## src/hw/rtl/icl_pkg.sv

```systemverilog
// ----------------------------------------------------------------------------
// icl_pkg
// Types, codes and priority helpers of the ICE check list engine.
// ----------------------------------------------------------------------------
package icl_pkg;

    localparam int MAX_CANDIDATES_DEF = 8;
    localparam int MAX_PAIRS_DEF      = 64;

    localparam logic [7:0]  PREF_HOST    = 8'd126;
    localparam logic [7:0]  PREF_SRFLX   = 8'd100;
    localparam logic [15:0] LOCAL_WEIGHT = 16'd65535;

    localparam logic [2:0] CMD_ADD_LOCAL  = 3'd0;
    localparam logic [2:0] CMD_ADD_REMOTE = 3'd1;
    localparam logic [2:0] CMD_FORM       = 3'd2;
    localparam logic [2:0] CMD_NEXT       = 3'd3;
    localparam logic [2:0] CMD_RESP       = 3'd4;
    localparam logic [2:0] CMD_FAIL       = 3'd5;
    localparam logic [2:0] CMD_RESTART    = 3'd6;

    localparam logic [2:0] ST_DONE     = 3'd0;
    localparam logic [2:0] ST_FULL     = 3'd1;
    localparam logic [2:0] ST_NO_WAIT  = 3'd2;
    localparam logic [2:0] ST_NO_MATCH = 3'd3;
    localparam logic [2:0] ST_NOT_NOM  = 3'd4;

    localparam logic [1:0] PH_GATHER    = 2'd0;
    localparam logic [1:0] PH_CHECKING  = 2'd1;
    localparam logic [1:0] PH_CONNECTED = 2'd2;
    localparam logic [1:0] PH_FAILED    = 2'd3;

    localparam logic [1:0] PROG_WAIT = 2'd0;
    localparam logic [1:0] PROG_BUSY = 2'd1;
    localparam logic [1:0] PROG_OK   = 2'd2;
    localparam logic [1:0] PROG_FAIL = 2'd3;

    // preference class: 0 host, 1 server reflexive, 2 other
    localparam logic [3:0] NUM_CLASS_PAIRS = 4'd9;

    typedef struct packed {
        logic [2:0]  command;
        logic [1:0]  cand_type;
        logic [31:0] cand_ip;
        logic [15:0] cand_port;
        logic [63:0] txid_high;
        logic [31:0] txid_low;
    } t_icl_req;

    typedef struct packed {
        logic [2:0]  status;
        logic [1:0]  session_phase;
        logic [5:0]  pair_slot;
        logic [62:0] slot_priority;
        logic [1:0]  local_type;
        logic [31:0] local_ip;
        logic [15:0] local_port;
        logic [1:0]  remote_type;
        logic [31:0] remote_ip;
        logic [15:0] remote_port;
        logic        nominated_now;
    } t_icl_rsp;

    typedef struct packed {
        logic [1:0]  cand_type;
        logic [31:0] cand_ip;
        logic [15:0] cand_port;
    } t_icl_cand;

    function automatic logic [1:0] type_class(input logic [1:0] t);
        logic [1:0] c;
        unique case (t)
            2'd0:    c = 2'd0;
            2'd1:    c = 2'd1;
            default: c = 2'd2;
        endcase
        return c;
    endfunction

    function automatic logic [31:0] cand_prio(input logic [1:0] t);
        logic [7:0] tp;
        unique case (t)
            2'd0:    tp = PREF_HOST;
            2'd1:    tp = PREF_SRFLX;
            default: tp = 8'd0;
        endcase
        return {tp, LOCAL_WEIGHT, 8'hFF};
    endfunction

    function automatic logic [62:0] pair_prio(input logic [31:0] g, input logic [31:0] d);
        logic [31:0] mn;
        logic [31:0] mx;
        logic [63:0] p;
        mn = (g < d) ? g : d;
        mx = (g < d) ? d : g;
        p  = {mn, 32'd0} | {31'd0, mx, 1'b0} | {63'd0, (g > d)};
        return p[62:0];
    endfunction

    // class pairs in descending pair priority: local class, remote class
    function automatic logic [3:0] class_pair(input logic [3:0] c);
        logic [3:0] v;
        unique case (c)
            4'd0:    v = {2'd0, 2'd0};
            4'd1:    v = {2'd0, 2'd1};
            4'd2:    v = {2'd1, 2'd0};
            4'd3:    v = {2'd1, 2'd1};
            4'd4:    v = {2'd0, 2'd2};
            4'd5:    v = {2'd2, 2'd0};
            4'd6:    v = {2'd1, 2'd2};
            4'd7:    v = {2'd2, 2'd1};
            default: v = {2'd2, 2'd2};
        endcase
        return v;
    endfunction

endpackage

```

## src/hw/rtl/icl_cand_table.sv

```systemverilog
// ----------------------------------------------------------------------------
// icl_cand_table
// Candidate table: synchronous memory with registered read, plus a
// preference class per entry for pair forming.
// ----------------------------------------------------------------------------
module icl_cand_table #(
    parameter int DEPTH = icl_pkg::MAX_CANDIDATES_DEF,
    parameter int IW    = (DEPTH > 1) ? $clog2(DEPTH) : 1
) (
    input  logic                i_clk,
    input  logic                i_we,
    input  logic [IW-1:0]       i_waddr,
    input  icl_pkg::t_icl_cand  i_wdata,
    input  logic                i_re,
    input  logic [IW-1:0]       i_raddr,
    output icl_pkg::t_icl_cand  o_rdata,
    input  logic [IW-1:0]       i_taddr,
    output logic [1:0]          o_tclass
);
    import icl_pkg::*;

    t_icl_cand  mem [DEPTH];
    logic [1:0] r_class [DEPTH];
    t_icl_cand  r_rdata;

    always_ff @(posedge i_clk) begin
        if (i_we) begin
            mem[i_waddr]     <= i_wdata;
            r_class[i_waddr] <= type_class(i_wdata.cand_type);
        end
        if (i_re) begin
            r_rdata <= mem[i_raddr];
        end
    end

    assign o_rdata  = r_rdata;
    assign o_tclass = r_class[i_taddr];

endmodule

```

## config.mk

```make
export PLATFORM = sky130hd
export DESIGN_NAME = icl_cand_table
export DESIGN_NICKNAME = d
export VERILOG_FILES = /design/src/hw/rtl/icl_pkg.sv /design/src/hw/rtl/icl_cand_table.sv
export SDC_FILE = /design/constraint.sdc
export NUM_CORES = 1
export LEC_CHECK = 0
export BUFFER_PORTS_ARGS = -buffer_cell sky130_fd_sc_hd__clkbuf_2
export CAP_MARGIN = 40
export CORE_UTILIZATION = 45
export CTS_CLUSTER_DIAMETER = 60
export DETAILED_ROUTE_END_ITERATION = 7
export SYNTH_ARGS = -nofsm -noshare
export SYNTH_HDL_FRONTEND = slang
export SYNTH_SLANG_ARGS = --single-unit
export TNS_END_PERCENT = 50
```

## constraint.sdc

```tcl
create_clock -name i_clk -period 10 [get_ports i_clk]
set_input_delay 2 -clock i_clk [delete_from_list [all_inputs] [get_ports i_clk]]
set_output_delay 2 -clock i_clk [all_outputs]
set_load 0.005 [all_outputs]
```

# Word level (Yosys, flattened, before mapping)
# Memories as Yosys holds them, arrays and structs flattened. A register that Yosys moved wholly into a read port is not among the register bits.
# Index checks and enable logic that the tools add are counted.
[word_totals]
mem_count = 2
out_inout_bits = 52
ramBits = 416
register_bits = 0
input_bits = 62
word_cells = 8
[op_classes]
muxes = 4
eq_ne = 1
n_reduce_logical = 1
[mem_list]
columns = ["name", "words", "word_bits", "rd", "rd_clocked_by_memory_dff", "wr", "line_no", "rtl"]
rows = [
  ["mem", 8, 50, 1, 1, 1, "icl_cand_table.sv:22", "t_icl_cand mem [DEPTH];"],
  ["r_class", 8, 2, 1, 0, 1, "icl_cand_table.sv:23", "logic [1:0] r_class [DEPTH];"],
]
[op_table]
columns = ["op", "count"]
rows = [
  ["$pmux 2 s2", 1],
  ["$eq 2x1->1 const B", 1],
  ["$logic_not 2->1", 1],
  ["$mux 1", 2],
  ["$mux 2", 1],
]

# Longest topological paths before layout
# Gate-level depths: netlist of the first run.
[depth]
word_depth = 3
ltp_mapped = 4
depth_no_buf = 2

# Worst setup path before layout of the first run
# OpenSTA, ideal clock, no wires.
[synth_path]
path_type = "input -> register"
start = "in i_waddr[1]"
end = "mem mem[0][0] in the netlist's numbering, enable pin"
cell_stages = 2
arrival_time_ps = 5725
setup_ps = 526
n_path_buf = 0
slack_ps = 3748
cell_sequence = "nand2b_1 nor3_1"
[synth_lines]
columns = ["item", "line_no", "rtl"]
rows = [
  ["start, declared", "icl_cand_table.sv:12", "input logic [IW-1:0] i_waddr,"],
  ["end, declared", "icl_cand_table.sv:22", ""],
]
# Straight into the memory's write port.

# Worst setup path in the final report of the first run
[layout_path]
start = "in i_taddr[0]"
end = "out o_tclass[1]"
[layout_between]
elab_chain_cells = 1
[layout_lines]
columns = ["item", "line_no", "rtl"]
rows = [
  ["start, declared", "icl_cand_table.sv:17", "input logic [IW-1:0] i_taddr,"],
  ["$mem_v2 8x2", "n/a", ""],
  ["end, declared", "icl_cand_table.sv:18", "output logic [1:0] o_tclass"],
]
# No other way between the ends.

==> metrics, run 1 <==
Cells after Synth 665; die width 200 microns; average size of a mapped cell 26.4 sq um; initial antenna violation count 4; Worst Path Max Fanout 4; Worst-Skew Late Latency 0.54 ns; placed cell count 1,276; num rows 71; sequential fraction of the synthesis area 0.797; all-layer global routing usage 0.174; worst hold slack 0.742 ns; Root Driver clkbuf_16; vias after detailed routing 7,388; sw frac 0.196; switching power 815 uW; RSZ-0062 raised after global routing no; Min-Delay Path Class reg2reg; actual slew at the worst max-slew pin 0.782 ns; Max Freq 0.197 GHz; wire per inst 24.6 microns; fin. max-slew vios 0; HPWL after DPL 17.8 mm; total CTS buffers 47; CP Launch Type input pin; Post-Syn Nets 727; hold_buf cts 0; Ports 114; ant diodes 0; worst setup margin 4.93 ns; routed vias/inst 5.43; largest net degree at the start of global routing 51; H-tree depth 2; endpoints failing setup 0; cell-internal power 3.34 mW; yosys warns 0; CP arrival 3.07 ns; vias in the first global route 7,967; core area 38,000 sq um; clk sink count 466; RePlAce Congestion 0.711; Clock Path Buffers 3; area leader, netlist edfxtp_1; register area 14,000 sq um; Period minus WS final 5.07 ns; Seq pwr share 0.541; final worst path period share 0.507; Synth area leaders edfxtp_1, mux4_1, mux2_2; share of the synthesized area in the top cell type 0.797; CTS tree built; first-pass GRT wire length 49.5 mm; Pwr Density 204 nW/um^2; clock skew 0.0101 ns; combinational group share of total power 0.047; pre-CTS setup slack 4.92 ns; peak supply drop 156 uV; Starting Density 0.462; Buffers on Ports 113; static leakage 6.89 nW; Final Hold Fails 0; Synth-to-Final Area Change 15.9%; WP data required 8.00 ns; remaining global-route overflow 0; Max Cap Viol 0; Clock Power Share 0.412; Netlist Area Pre-Place 17,600 sq um; Setup Fix Bufs, Post-CTS 0; Routed WL 33.5 mm; non-filler instance count after layout 1,361; Routed Antenna Nets 0; initial drt markers 344; Slew Limit Headroom 0.477; die area 39,800 sq um; Crit. End Element output pin; Cell variety after synth 13; Post-route DRC 0; PostCTS Resize Cnt 0; Reg clk slew, reported paths 0.06 ns; Fillers 2,944; multi-input logic area 3420 sq um; outcome complete, no violations; #FFs+latches synth 466; layout cell share with drive strength beyond 1 0.302; Setup Crit Path Kind in2out; setup_tns 0 ns; die outline height 200 microns; nets@finish 876; drt first pass iters 4
[registers in the layout, indices dropped and copies added (netlist names)]
name	count
mem	400
o_rdata	50
r_class	16
[cell usage after synthesis]
library cell,count
buf_6,11
nor3_1,2
clkbuf_2,1
nand2_1,2
clkbuf_1,9
edfxtp_1,466
nor2_1,6
nor2b_1,1
nand2b_1,3
mux4_2,4
mux4_1,100
buf_1,8
mux2_2,52
[layout make-up]
type / instances / area share
clock buffer: 57 / 0.0618
clock inverter: 28 / 0.0125
multi-input combinational: 170 / 0.168
sequential: 466 / 0.688
tap: 511 / 0.0314
timing repair buffer: 129 / 0.0380
[placed cells by master (no fill, tap or decap), types with 2 or more instances in the layout]
cell       count
clkbuf_16     49
buf_4         15
clkbuf_1       8
nand2b_1       3
bufinv_16      5
mux4_1       100
clkinv_2       8
nand2_1        2
mux4_2         4
nor3_2         2
clkinv_1      13
clkbuf_2     109
edfxtp_1     466
nor2_4         6
buf_16         3
mux2_2        52
[worst paths after layout]
path	startpoint	endpoint	slack, ns	cells after the start
max	i_taddr[0]	o_tclass[1]	4.93	4
min	mem[7][22]$_DFFE_PP_	o_rdata[22]$_DFFE_PP_	0.74	2
max reg2reg	mem[1][12]$_DFFE_PP_	o_rdata[12]$_DFFE_PP_	8.57	2
min reg2reg	mem[7][22]$_DFFE_PP_	o_rdata[22]$_DFFE_PP_	0.74	2
[kinds of logic after synthesis]
kind of cell  Yosys count  synth area share
mux                   156             0.188
simple gates           14           0.00371
flops                 466             0.797
buf+inv                29            0.0110
[routing by layer]
| layer | track usage | wire length [microns] | vias to the layer above |
|---|---|---|---|
| li1 | - | - | 3263 |
| met3 | 0.0380 | 1720 | 53 |
| met5 | 0 | 41 | - |
| met2 | 0.305 | 17300 | 178 |
| met4 | 0.0469 | 674 | 6 |
| met1 | 0.219 | 13800 | 3888 |
[power by group through the flow]
stage / Combinational, mW / Sequential (mW) / Clock [mW]
4_1_cts: 0.200 / 2.25 / 1.75
2_1_floorplan: 0.108 / 2.29 / 0
5_1_grt: 0.212 / 2.26 / 1.82
6_report: 0.195 / 2.25 / 1.71
3_3_place_gp: 0.189 / 2.29 / 0
3_5_place_dp: 0.199 / 2.29 / 0
[through the flow]
| stage | utilization | area (sq um) | power, mW |
|---|---|---|---|
| floorplan | - | 17600 | 2.40 |
| global placement | 0.492 | 18700 | 2.48 |
| detailed placement | 0.495 | 18800 | 2.49 |
| CTS | 0.535 | 20300 | 4.20 |
| global route | 0.535 | 20300 | 4.29 |
| finish | 0.535 | 20300 | 4.16 |
[worst max-delay path, cell delays in order]
cell,delay [ns]
clkbuf_2,0.16
mux4_2,0.52
mux2_2,0.27
clkbuf_2,0.11
No activity file was read; power rests on OpenSTA's default activity.
==> run 2, diff against run 1 <==
clock period = 4.2 ns   (was 10 ns; I/O delays follow)
==> metrics, run 2 (synthesized netlist as in run 1, its figures left out) <==
ant diodes 0 (unchanged); RePlAce Congestion 0.682 (-4.1%); Buffers on Ports 113 (unchanged); outcome complete, no violations; Routed WL 33.5 mm (about the same); Worst-Skew Late Latency 0.55 ns (about the same); crit path launch i_taddr[0]; post-route cell area 20,400 sq um (about the same); pre-CTS setup slack 1.24 ns (-3.68 ns); remaining global-route overflow 0 (unchanged); hold_buf cts 0 (unchanged); Setup Fix Bufs, Post-CTS 0 (unchanged); Starting Density 0.462 (unchanged); worst setup margin 1.46 ns (-3.47 ns); setup_tns 0 ns (unchanged); first-pass GRT wire length 49.1 mm (-0.82%); initial drt markers 464 (+35%); WP data required 3.36 ns (-4.64 ns); PostCTS Resize Cnt 0 (unchanged); Worst Path Max Fanout 4 (unchanged); Setup Crit Path Kind in2out; worst hold slack 0.567 ns (-0.176 ns); commonest non-fill, non-tap cell in the layout edfxtp_1; clk sink count 466 (unchanged); Clock Path Buffers 3 (unchanged); Critical path destination o_tclass[0]; CTS tree built; HPWL after DPL 17.9 mm (+0.97%); cells on worst reg2reg path 2 (unchanged); CP top delay family multiplexers; Routed Antenna Nets 0 (unchanged); nets@finish 880 (+0.46%); Reg clk slew, reported paths 0.06 ns (about the same); all-layer global routing usage 0.174 (-0.000281); Max Cap Viol 0 (unchanged); die width 200 microns (unchanged); worst path bufs/invs 2 (unchanged); Slew Limit Headroom 0.503 (+0.0252); CP max-delay cell mux4_2; max reg flops 400 (unchanged); core area 38,000 sq um (unchanged); Final Hold Fails 0 (unchanged); num rows 71 (unchanged); R2R Path End o_rdata[39]$_DFFE_PP_; CP Launch Type input pin; clock skew 0.0102 ns (+0.000107 ns); Largest Register mem; die outline height 200 microns (unchanged); H-tree depth 2 (unchanged); Pwr Density 481 nW/um^2 (+140%); reg2reg setup slack 2.78 ns (-5.79 ns); Root Driver clkbuf_16; static leakage 6.89 nW (about the same); Post-route DRC 0 (unchanged); layout cell share with drive strength beyond 1 0.302 (-0.000355); CP max stage delay 0.52 ns (about the same); Min-Delay Path Class in2reg; Max Freq 0.365 GHz; Levels on crit path 4 (unchanged); routed vias/inst 5.44 (+0.22%); Period minus WS final 2.74 ns; fin. max-slew vios 0 (unchanged); Synth-to-Final Area Change 16.0% (about the same); drt first pass iters 4 (unchanged); actual slew at the worst max-slew pin 0.746 ns (-0.0360 ns); largest net degree at the start of global routing 59 (+16%); die area 39,800 sq um (unchanged); peak supply drop 417 uV (+170%); Worst R2R Start mem[6][39]$_DFFE_PP_; total CTS buffers 48 (+2.1%); most frequent cells in the layout edfxtp_1, clkbuf_2, mux4_1; final worst path period share 0.652; endpoints failing setup 0 (unchanged); crit-path cells clkbuf_2, mux4_2, mux2_2, clkbuf_2; vias after detailed routing 7,410 (+0.30%); Placed Area 18,900 sq um (+0.31%); CP arrival 1.90 ns (-1.17 ns); cell mode on critical path clkbuf_2; RSZ-0062 raised after global routing no; wire per inst 24.6 microns (-0.17%); Ports 114 (unchanged); initial antenna violation count 2 (-2); vias in the first global route 8,057 (+1.1%); Crit. End Element output pin
[run 2: area by class of cell]
| class | count | area, sq um |
|---|---|---|
| multi-input cells | 170 | 3430 |
| flip-flops and latches | 466 | 14000 |
| clock inverters | 22 | 198 |
| repair buffers | 132 | 825 |
| fillers | 2949 | 17700 |
| clock buffers | 61 | 1270 |
| well taps | 511 | 639 |
[run 2: layer usage]
layer,GRT usage,part of all wire,wire (microns)
met5,0,0.00081,27
met1,0.220,0.41,13900
met3,0.0378,0.062,2070
met2,0.302,0.50,16800
met4,0.0506,0.020,675
[run 2: worst min-delay path by stage]
stage	startpoint	end	slack (ns)	depth (start not counted)
4_1_cts	i_wdata[28]	mem[6][28]$_DFFE_PP_	0.54	1
5_1_grt	i_wdata[28]	mem[6][28]$_DFFE_PP_	0.56	1
2_1_floorplan	mem[7][0]$_DFFE_PP_	o_rdata[0]$_DFFE_PP_	0.72	2
3_5_place_dp	mem[7][22]$_DFFE_PP_	o_rdata[22]$_DFFE_PP_	0.73	2
3_3_place_gp	mem[7][23]$_DFFE_PP_	o_rdata[23]$_DFFE_PP_	0.72	2
6_report	i_wdata[25]	mem[1][25]$_DFFE_PP_	0.57	1
[run 2: metrics by stage]
stage          instances  utilization  power, mW
3_5_place_dp        1279        0.497       5.94
6_report            1362        0.535       9.80
5_1_grt             1362        0.535       10.1
4_1_cts             1362        0.535       9.92
2_1_floorplan        665            -       5.71
3_3_place_gp        1277        0.495       5.91
[run 2: power by group]
group,internal [mW],total (mW),switching (mW)
Combinational,0.222,0.468,0.245
Sequential,5.31,5.36,0.0453
Clock,2.36,3.97,1.61
Total,7.90,9.80,1.90
